<file path="src/rtl/core/stat_pkg.sv">
// Shared types and constants for the section table address translator.
// No dependencies; imported by every module of the block.
package stat_pkg;

	localparam int MAX_SECTIONS_DEFAULT = 16;
	localparam int ADDR_W = 32;

	typedef enum logic [1:0] {
		OP_LOAD = 2'd0,
		OP_V2F  = 2'd1,
		OP_F2V  = 2'd2,
		OP_NONE = 2'd3
	} op_t;

	typedef enum logic [2:0] {
		ST_IDENTITY   = 3'd0,
		ST_TRANSLATED = 3'd1,
		ST_RANGE      = 3'd2,
		ST_NOTFOUND   = 3'd3,
		ST_LOADED     = 3'd4
	} status_t;

	typedef enum logic [1:0] {
		CFG_HEADER_SIZE   = 2'd0,
		CFG_IMAGE_SIZE    = 2'd1,
		CFG_SECTION_COUNT = 2'd2
	} cfg_reg_t;

	typedef enum logic [2:0] {
		S_IDLE,
		S_END_RD,
		S_END_CHK,
		S_RD,
		S_CMP
	} state_t;

	typedef struct packed {
		op_t               op;
		logic [3:0]        entry_index;
		logic [ADDR_W-1:0] entry_virtual_base;
		logic [ADDR_W-1:0] entry_file_base;
		logic [ADDR_W-1:0] entry_file_size;
		logic [ADDR_W-1:0] address;
	} cmd_t;

	typedef struct packed {
		logic [ADDR_W-1:0] translated;
		status_t           status;
	} result_t;

	typedef struct packed {
		logic [ADDR_W-1:0] virtual_base;
		logic [ADDR_W-1:0] file_base;
		logic [ADDR_W-1:0] file_size;
	} entry_t;

endpackage

</file>
<file path="src/rtl/core/stat_entry_ram.sv">
// Section table storage: one write port, one read port with registered data.
// Depends on stat_pkg for the entry type.
module stat_entry_ram #(
	parameter int DEPTH = stat_pkg::MAX_SECTIONS_DEFAULT,
	parameter int IDX_W = (DEPTH > 1) ? $clog2(DEPTH) : 1
) (
	input  logic                clk,
	input  logic                we,
	input  logic [IDX_W-1:0]    waddr,
	input  stat_pkg::entry_t    wdata,
	input  logic [IDX_W-1:0]    raddr,
	output stat_pkg::entry_t    rdata
);
	import stat_pkg::*;

	entry_t mem_q [DEPTH];
	entry_t rdata_q;

	always_ff @(posedge clk) begin
		if (we) begin
			mem_q[waddr] <= wdata;
		end
		rdata_q <= mem_q[raddr];
	end

	assign rdata = rdata_q;

endmodule

</file>
<file path="src/rtl/core/section_table_address_translator.sv">
// Top level of the section table address translator.
// Depends on stat_pkg and stat_entry_ram.
//
// A command beat is taken when start is high and busy is low, and its single result
// appears on result with done high for exactly one cycle; the receiver cannot stall it.
// Loads, the unused op, header identity, virtual addresses beyond the image and an empty
// table are answered in the cycle after the command, with busy staying low. A search
// reads one table entry at a time through the single read port of the section table
// and tests it with one shared compare and rebase unit, starting at the last valid entry.
// Each entry is read in S_RD and tested in S_CMP; a file-to-virtual translation first
// reads the last valid entry in S_END_RD and checks the end of its section in S_END_CHK.
module section_table_address_translator #(
	parameter int MAX_SECTIONS = stat_pkg::MAX_SECTIONS_DEFAULT
) (
	input  logic              clk,
	input  logic              arst_n,
	input  logic              start,
	input  stat_pkg::cmd_t    cmd,
	output logic              busy,
	output logic              done,
	output stat_pkg::result_t result,
	input  logic              cfg_we,
	input  logic [1:0]        cfg_index,
	input  logic [31:0]       cfg_data
);
	import stat_pkg::*;

	localparam int IDX_W = (MAX_SECTIONS > 1) ? $clog2(MAX_SECTIONS) : 1;
	localparam int CNT_W = $clog2(MAX_SECTIONS + 1);

	state_t            state_q, state_d;
	logic [ADDR_W-1:0] header_size_q;
	logic [ADDR_W-1:0] image_size_q;
	logic [4:0]        section_count_q;
	op_t               op_q;
	logic [ADDR_W-1:0] addr_q;
	logic [IDX_W-1:0]  ptr_q, ptr_d;
	logic              done_q, done_d;
	result_t           result_q, result_d;
	logic [CNT_W-1:0]  valid_cnt;
	logic              accept;
	logic              ram_we;
	entry_t            ram_wdata;
	entry_t            ram_rdata;
	logic [ADDR_W-1:0] from_base, to_base;
	logic [ADDR_W:0]   section_end;

	assign accept = start && (state_q == S_IDLE);
	assign busy   = (state_q != S_IDLE);
	assign done   = done_q;
	assign result = result_q;

	assign valid_cnt = (32'(section_count_q) > 32'(MAX_SECTIONS)) ?
		CNT_W'(MAX_SECTIONS) : CNT_W'(section_count_q);

	assign ram_wdata = '{virtual_base: cmd.entry_virtual_base,
		file_base: cmd.entry_file_base, file_size: cmd.entry_file_size};

	stat_entry_ram #(
		.DEPTH (MAX_SECTIONS),
		.IDX_W (IDX_W)
	) u_ram (
		.clk   (clk),
		.we    (ram_we),
		.waddr (IDX_W'(cmd.entry_index)),
		.wdata (ram_wdata),
		.raddr (ptr_q),
		.rdata (ram_rdata)
	);

	// The shared unit compares against one base and rebases onto the other.
	assign from_base   = (op_q == OP_V2F) ? ram_rdata.virtual_base : ram_rdata.file_base;
	assign to_base     = (op_q == OP_V2F) ? ram_rdata.file_base : ram_rdata.virtual_base;
	assign section_end = {1'b0, ram_rdata.file_base} + {1'b0, ram_rdata.file_size};

	always_ff @(posedge clk or negedge arst_n) begin
		if (!arst_n) begin
			header_size_q   <= '0;
			image_size_q    <= '0;
			section_count_q <= 5'd1;
		end else if (cfg_we) begin
			case (cfg_index)
				CFG_HEADER_SIZE:   header_size_q   <= cfg_data;
				CFG_IMAGE_SIZE:    image_size_q    <= cfg_data;
				CFG_SECTION_COUNT: section_count_q <= cfg_data[4:0];
				default: ;
			endcase
		end
	end

	always_ff @(posedge clk or negedge arst_n) begin
		if (!arst_n) begin
			state_q <= S_IDLE;
			done_q  <= 1'b0;
		end else begin
			state_q <= state_d;
			done_q  <= done_d;
		end
	end

	always_ff @(posedge clk) begin
		ptr_q    <= ptr_d;
		result_q <= result_d;
		if (accept) begin
			op_q   <= cmd.op;
			addr_q <= cmd.address;
		end
	end

	always_comb begin
		state_d  = state_q;
		ptr_d    = ptr_q;
		done_d   = 1'b0;
		result_d = result_q;
		ram_we   = 1'b0;
		case (state_q)
			S_IDLE: begin
				if (start) begin
					case (cmd.op)
						OP_LOAD: begin
							ram_we   = (32'(cmd.entry_index) < 32'(MAX_SECTIONS));
							done_d   = 1'b1;
							result_d = '{translated: '0, status: ST_LOADED};
						end
						OP_V2F, OP_F2V: begin
							if (cmd.address < header_size_q) begin
								done_d   = 1'b1;
								result_d = '{translated: cmd.address, status: ST_IDENTITY};
							end else if (cmd.op == OP_V2F && cmd.address >= image_size_q) begin
								done_d   = 1'b1;
								result_d = '{translated: '0, status: ST_RANGE};
							end else if (valid_cnt == '0) begin
								done_d   = 1'b1;
								result_d = '{translated: '0, status: ST_NOTFOUND};
							end else begin
								ptr_d   = IDX_W'(valid_cnt - CNT_W'(1));
								state_d = (cmd.op == OP_F2V) ? S_END_RD : S_RD;
							end
						end
						default: begin
							done_d   = 1'b1;
							result_d = '{translated: '0, status: ST_RANGE};
						end
					endcase
				end
			end
			S_END_RD: begin
				state_d = S_END_CHK;
			end
			S_END_CHK: begin
				if ({1'b0, addr_q} >= section_end) begin
					done_d   = 1'b1;
					result_d = '{translated: '0, status: ST_RANGE};
					state_d  = S_IDLE;
				end else begin
					state_d = S_CMP;
				end
			end
			S_RD: begin
				state_d = S_CMP;
			end
			S_CMP: begin
				if (addr_q >= from_base) begin
					done_d   = 1'b1;
					result_d = '{translated: addr_q - from_base + to_base,
						status: ST_TRANSLATED};
					state_d  = S_IDLE;
				end else if (ptr_q == '0) begin
					done_d   = 1'b1;
					result_d = '{translated: '0, status: ST_NOTFOUND};
					state_d  = S_IDLE;
				end else begin
					ptr_d   = ptr_q - IDX_W'(1);
					state_d = S_RD;
				end
			end
			default: begin
				state_d = S_IDLE;
			end
		endcase
	end

	// A result beat is only ever issued as the sequencer returns to idle.
	a_done_idle: assert property (@(posedge clk) disable iff (!arst_n)
		done |-> !busy)
		else $error("result beat while a search is still running");

	a_load_answer: assert property (@(posedge clk) disable iff (!arst_n)
		(start && !busy && cmd.op == OP_LOAD) |=> (done && result.status == ST_LOADED))
		else $error("load not acknowledged in the following cycle");

	a_zero_on_fail: assert property (@(posedge clk) disable iff (!arst_n)
		(done && result.status != ST_IDENTITY && result.status != ST_TRANSLATED)
			|-> (result.translated == '0))
		else $error("nonzero address with a failing status");

	a_end_check_order: assert property (@(posedge clk) disable iff (!arst_n)
		(state_q == S_END_CHK) |-> ($past(state_q) == S_END_RD))
		else $error("end check without reading the last entry first");

endmodule
</file>
<file path="config.mk">
export PLATFORM = sky130hd
export DESIGN_NAME = section_table_address_translator
export DESIGN_NICKNAME = d
export VERILOG_FILES = /design/src/rtl/core/stat_pkg.sv /design/src/rtl/core/stat_entry_ram.sv /design/src/rtl/core/section_table_address_translator.sv
export SDC_FILE = /design/constraint.sdc
export NUM_CORES = 2
export LEC_CHECK = 0
export BUFFER_PORTS_ARGS = -buffer_cell sky130_fd_sc_hd__buf_2
export CORE_MARGIN = 3
export CORE_UTILIZATION = 45
export DETAILED_ROUTE_END_ITERATION = 6
export PLACE_DENSITY = 0.62
export SYNTH_ARGS = -nofsm -noshare
export SYNTH_HDL_FRONTEND = slang
export SYNTH_HIERARCHICAL = 1
export SYNTH_SLANG_ARGS = --single-unit
</file>
<file path="constraint.sdc">
create_clock -name clk -period 26.8 [get_ports clk]
set_input_delay 5.36 -clock clk [delete_from_list [all_inputs] [get_ports clk]]
set_output_delay 5.36 -clock clk [all_outputs]
set_load 0.01 [all_outputs]
</file>
# Word level (Yosys, flattened, before mapping)
# Memories as Yosys holds them, arrays and structs flattened. A register that Yosys moved wholly into a read port is not among the register bits.
# Cells that the tools add are included.
word_totals:
  ff_bits: 146
  latch_bits: 0
  ram_bits: 1536
  mem_bits_ro: 0
  in_bits: 172
  out_inout_bits: 37
  wordCells: 101
  n_memories: 1
mem_list:
  columns: ["name", "words", "width", "rd", "rd_clocked_by_memory_dff", "write_ports", "line", "source"]
  rows:
  - ["u_ram.mem_q", 16, 96, 1, 1, 1, "stat_entry_ram.sv:16", "entry_t mem_q [DEPTH];"]
classes:
  add_sub_neg: 5
  multipliers: 0
  div_mod_pow: 0
  magnitude_cmp: 5
  n_eq_ne: 19
  n_shift: 0
  muxes: 44
  n_bitwise: 0
  n_reduce_logical: 17
op_table:
  columns: ["op", "n"]
  rows:
  - ["$mux W35", 7]
  - ["$pmux W35 S3", 1]
  - ["$pmux W35 S2", 1]
  - ["$ge A32 B32 Y1", 2]
  - ["$mux W32", 2]
  - ["$add A32 B32 Y33", 1]
  - ["$ge A32 B33 Y1", 1]
  - ["$add A32 B32 Y32", 1]
  - ["$lt A32 B32 Y1", 1]
  - ["$sub A32 B32 Y32", 1]
  - ["$mux W4", 7]
  - ["$mux W3", 6]
  - ["$pmux W3 S5", 1]
  - ["$ne A2 B2 Y1 const B", 7]
  - ["$mux W1", 13]
  - ["$reduce_and A5 Y1", 2]
  - ["$pmux W4 S2", 1]
  - ["$reduce_and A8 Y1", 1]
  - ["$sub A4 B1 Y4 const B", 2]
  - ["$eq A2 B1 Y1 const B", 3]
  - ["$eq A3 B2 Y1 const B", 2]
  - ["$mux W2", 3]
  - ["$reduce_and A2 Y1", 3]
  - ["$reduce_bool A3 Y1", 2]
  - ["other kinds (16)", 19]

# Depth between registers and ports, before layout
depth:
  ltp_word: 9
  ltp_mapped: 20
  ltp_nobuf: 20

# Cells and area by module
# Netlist, hierarchy kept.
modules_own_cells:
  columns: ["mod", "n_inst", "cells_per_inst", "area_each_um2", "seq_area_each_um2"]
  rows:
  - ["stat_entry_ram", 1, 2460, 59355.7, 48046.1]
  - ["section_table_address_translator", 1, 1357, 13267.7, 4020.1]

# Worst setup path after synthesis
# No wires, ideal clock.
synth_timing:
  path_kind: "in2reg"
  startpoint: "input start"
  endpoint: "memory u_ram/mem_q[0][0] (netlist bit), enable pin"
  setup_ns: 0.670
  arrival_time_ns: 15.236
  required_ns: 26.130
  setup_slack_ns: 10.894
  stages: 5
  n_path_buf: 0
  cell_sequence: "nand2_1 nor3_1 and2_1 or3b_2 nor3_1"
synth_between:
  elab_chain_len: 4
synth_rtl:
  columns: ["element", "line", "source"]
  rows:
  - ["from (decl)", "section_table_address_translator.sv:17", "input logic start,"]
  - ["$mux W1", "section_table_address_translator.sv:118", "if (start) begin"]
  - ["$mux W1", "section_table_address_translator.sv:116", "case (state_q)"]
  - ["net ram_we", "section_table_address_translator.sv:42", "logic ram_we;"]
  - ["$mux W1", "stat_entry_ram.sv:20", "if (we) begin"]
  - ["$mux W1 (not written as such)", "stat_entry_ram.sv:21", "mem_q[waddr] <= wdata;"]
  - ["to (decl)", "stat_entry_ram.sv:16", null]
# The timed path passes the listed nets, and every way through them passes these cells.

# Worst setup path after layout
layout_timing:
  startpoint: "input start"
  endpoint: "memory u_ram/mem_q[1][10] (netlist bit), enable pin"
# Same word-level chain as after synthesis.

==> results by group <==
Synth
  • Most common cell in the synthesized netlist: edfxtp_1
  • Commonest cells in the netlist: edfxtp_1 (1,609), mux4_2 (384), inv_1 (209)
  • Top-area cell type share of the netlist area: 66.53%
  • Mapped cell area: 72,620 um^2
  • Yosys reg bits: 1,778
  • Post-synth EDFFs: 1,609
  • Synth area leader: edfxtp_1
  • Seq/Total Area, Yosys: 71.69%
  • Post-synth net total: between 4,000 and 5,000
  • Post-synthesis average cell area: 19.03 um^2
  • Top cells by area, synth: edfxtp_1 (67%), mux4_2 (12%), ha_1 (3.4%)
  • Ys async rst share: about 4.1%
  • Synth Flop Type: edfxtp_1
  • Post-Syn Instances: around 3,800
  • Synth warnings: 6
  • Cell variety after synth: 72

Worst hold path
  • Worst min path class: flop to flop
  • Worst hold start: image_size_q[3]
  • Hold Crit Depth: 1

Routing
  • Via density: between 5 and 6
  • Detailed Route WL: 174.8 mm
  • DRC: 0
  • 1st-iter DRT viols: 3,416
  • Vias post-DR: 36,706
  • Drt pass-1 iters: 7
  • WL per Instance: 27.24 um
  • Antenna Nets Post-Route: 0

Clock tree
  • Post_cts resized: 0
  • Clock Path Buffers: 3
  • Clock Latency Late Sink: between 0.8 and 0.9 ns
  • Hold Buf Count CTS: 0
  • CTS tree: done
  • Root Driver: clkbuf_16
  • CTS buffer count: 178
  • Clk sinks: 1,778
  • H-tree levels: 4
  • Post-CTS Setup Inserts: 0
  • Worst-path clk slew: roughly 0.060 ns

Worst setup path
  • Peak fanout along the critical path: 46
  • Crit path kind: input pin to flop
  • CP Launch Type: input pin
  • CP endpoint kind: flop
  • R2r worst-path depth: 17
  • Worst Setup SP: start
  • Worst reg2reg startpoint: u_ram/rdata[32]
  • Worst Path Arrival: between 9 and 10 ns
  • Crit-path max cell delay: 0.82 ns
  • Most common cell type on the critical path: buf_4
  • Crit path max-delay cell type: buf_4
  • Critical Path, Cell by Cell: buf_2 -> nand2_1 -> nor3_2 -> buf_4 -> and2_1 -> or3b_2 -> nor2_4 -> buf_4 -> buf_4
  • WP data required: 27.22 ns

Pwr
  • Leak pwr: 0.02839 uW
  • Worst VDD drop: approximately 0.07 mV
  • Power Density: 102.6 nW/um^2

Global route
  • First-pass GRT wire length: 257.9 mm
  • Initial antenna violation count: 32
  • Pin count of the biggest net entering global routing: 101
  • Total Routing Usage GR: between 20% and 30%
  • Vias in the first global route: 37,665
  • GRT Residual Overflow: 0

Timing
  • Final count of hold timing violations: 0
  • Final TNS setup: 0 ns
  • Minimum clock period: 8.814 ns
  • Fmax: 113.5 MHz
  • Final Max Tran Viols: 0
  • Unrepaired setup endpoints after global routing: no
  • Final Cycle Share: 32.89%
  • # setup viols final: 0
  • Slew HR: 25.60%
  • Worst Tran Pin Value: 1.116 ns
  • Final hold slack: approximately 0.5 ns
  • Final setup skew: 0.05429 ns

Finish
  • Nets@finish: 4,505
  • Sequential Area: about 52,000 um^2
  • Post-route cell area: around 82,000 um^2
  • Area of the multi-input gates: 19,070 um^2
  • FILL cells: 12,796
  • Final Util: 51.57%
  • Share of cells above drive strength 1: about a quarter
  • Synthesis-to-finish area growth: 13.12%

Run status
  • Status: finished clean

Place
  • Placement Cell Area: about 76,000 um^2
  • Detail Placement HPWL: 103.3 mm
  • GPL Wtd Cong: 0.8775
  • Port Buffer Count: between 200 and 250

Floorplanning
  • Die extent in x: 407.7 um
  • Row cnt: 146
  • DIE HEIGHT: 407.7 um
  • Io pins: 209
  • Initial core utilization: 45.59%
  • Core area: approximately 160,000 um^2
  • DIE AREA: 166,200 um^2

Job
  • Max cap viols: 0
## through the flow
step / setup WS (ns) / std cells / total power [uW]
finish: 17.99 / 6419 / 8430
global route: 17.81 / 6410 / 8884
detailed placement: 17.11 / 6071 / 6005
CTS: 17.98 / 6407 / 8485
global placement: 17.13 / 6071 / 5991
floorplan: 10.89 / 3817 / 5142
## cells by family after synthesis
group	share of synthesized area (%)
AO/OA/AOI/OAI	5.306
XOR/XNOR	0.7477
adder cells (fa/ha/maj)	4.259
buffers and inverters	2.252
flip-flops	71.69
multiplexers	13.42
AND/OR/NAND/NOR	2.322
## cells in the final DEF (no fill, tap or decap), drive strengths merged, types with 66 or more instances in the layout
cell type,count
inv,216
buf,264
o21ai,77
a22oi,192
a21oi,92
mux4,384
ha,196
dfrtp,72
edfxtp,1609
mux2,69
a21o,66
clkbuf,263
nand2,164
dfxtp,96
## critical path: cells and delay by family
family | cells | cell delay, ns
buf+inv | 4 | 2.02
simple gates | 5 | 1.70
## state kept, by name, summed over array words and instances (netlist names)
register	cells
done	1
ptr_q	4
section_count_q	5
u_ram/mem_q	1536
op_q	2
u_ram/rdata	96
state_q	3
result	35
header_size_q	32
image_size_q	32
addr_q	32
## final cells by class
cell class | instances | area share, %
flip-flops and latches | 1778 | 63.38
multi-input cells | 1674 | 23.22
clock buffers | 263 | 6.129
well taps | 2146 | 3.268
repair buffers | 264 | 1.962
clock inverters | 73 | 1.052
inverters | 209 | 0.9549
diodes | 12 | 0.03655
## power breakdown
| group | total [uW] | switching (uW) | internal, uW |
|---|---|---|---|
| registers | 3380 | 184 | 3190 |
| logic | 2590 | 1530 | 1060 |
| clock network | 2460 | 1040 | 1420 |
## per-layer routing
layer | vias to the layer above | track usage (%) | share of wire [%]
met5 | - | 0 | 0.043
met4 | 10 | 5.102 | 2.0
met3 | 220 | 4.905 | 6.9
met2 | 1171 | 33.23 | 47
met1 | 19278 | 30.11 | 44
li1 | 16027 | - | -
## path summary, 6_finish.rpt
check	end	slack, ns
min in group asynchronous	image_size_q[16]	4.83
worst max register to register	result[17]	21.09
worst min register to register	image_size_q[3]	0.50
worst min-delay path	image_size_q[3]	0.50
max in group asynchronous	section_count_q[1]	21.32
worst max-delay path	u_ram/mem_q[1][10]	17.99
Note: power is estimated with default switching activity, not from simulation.
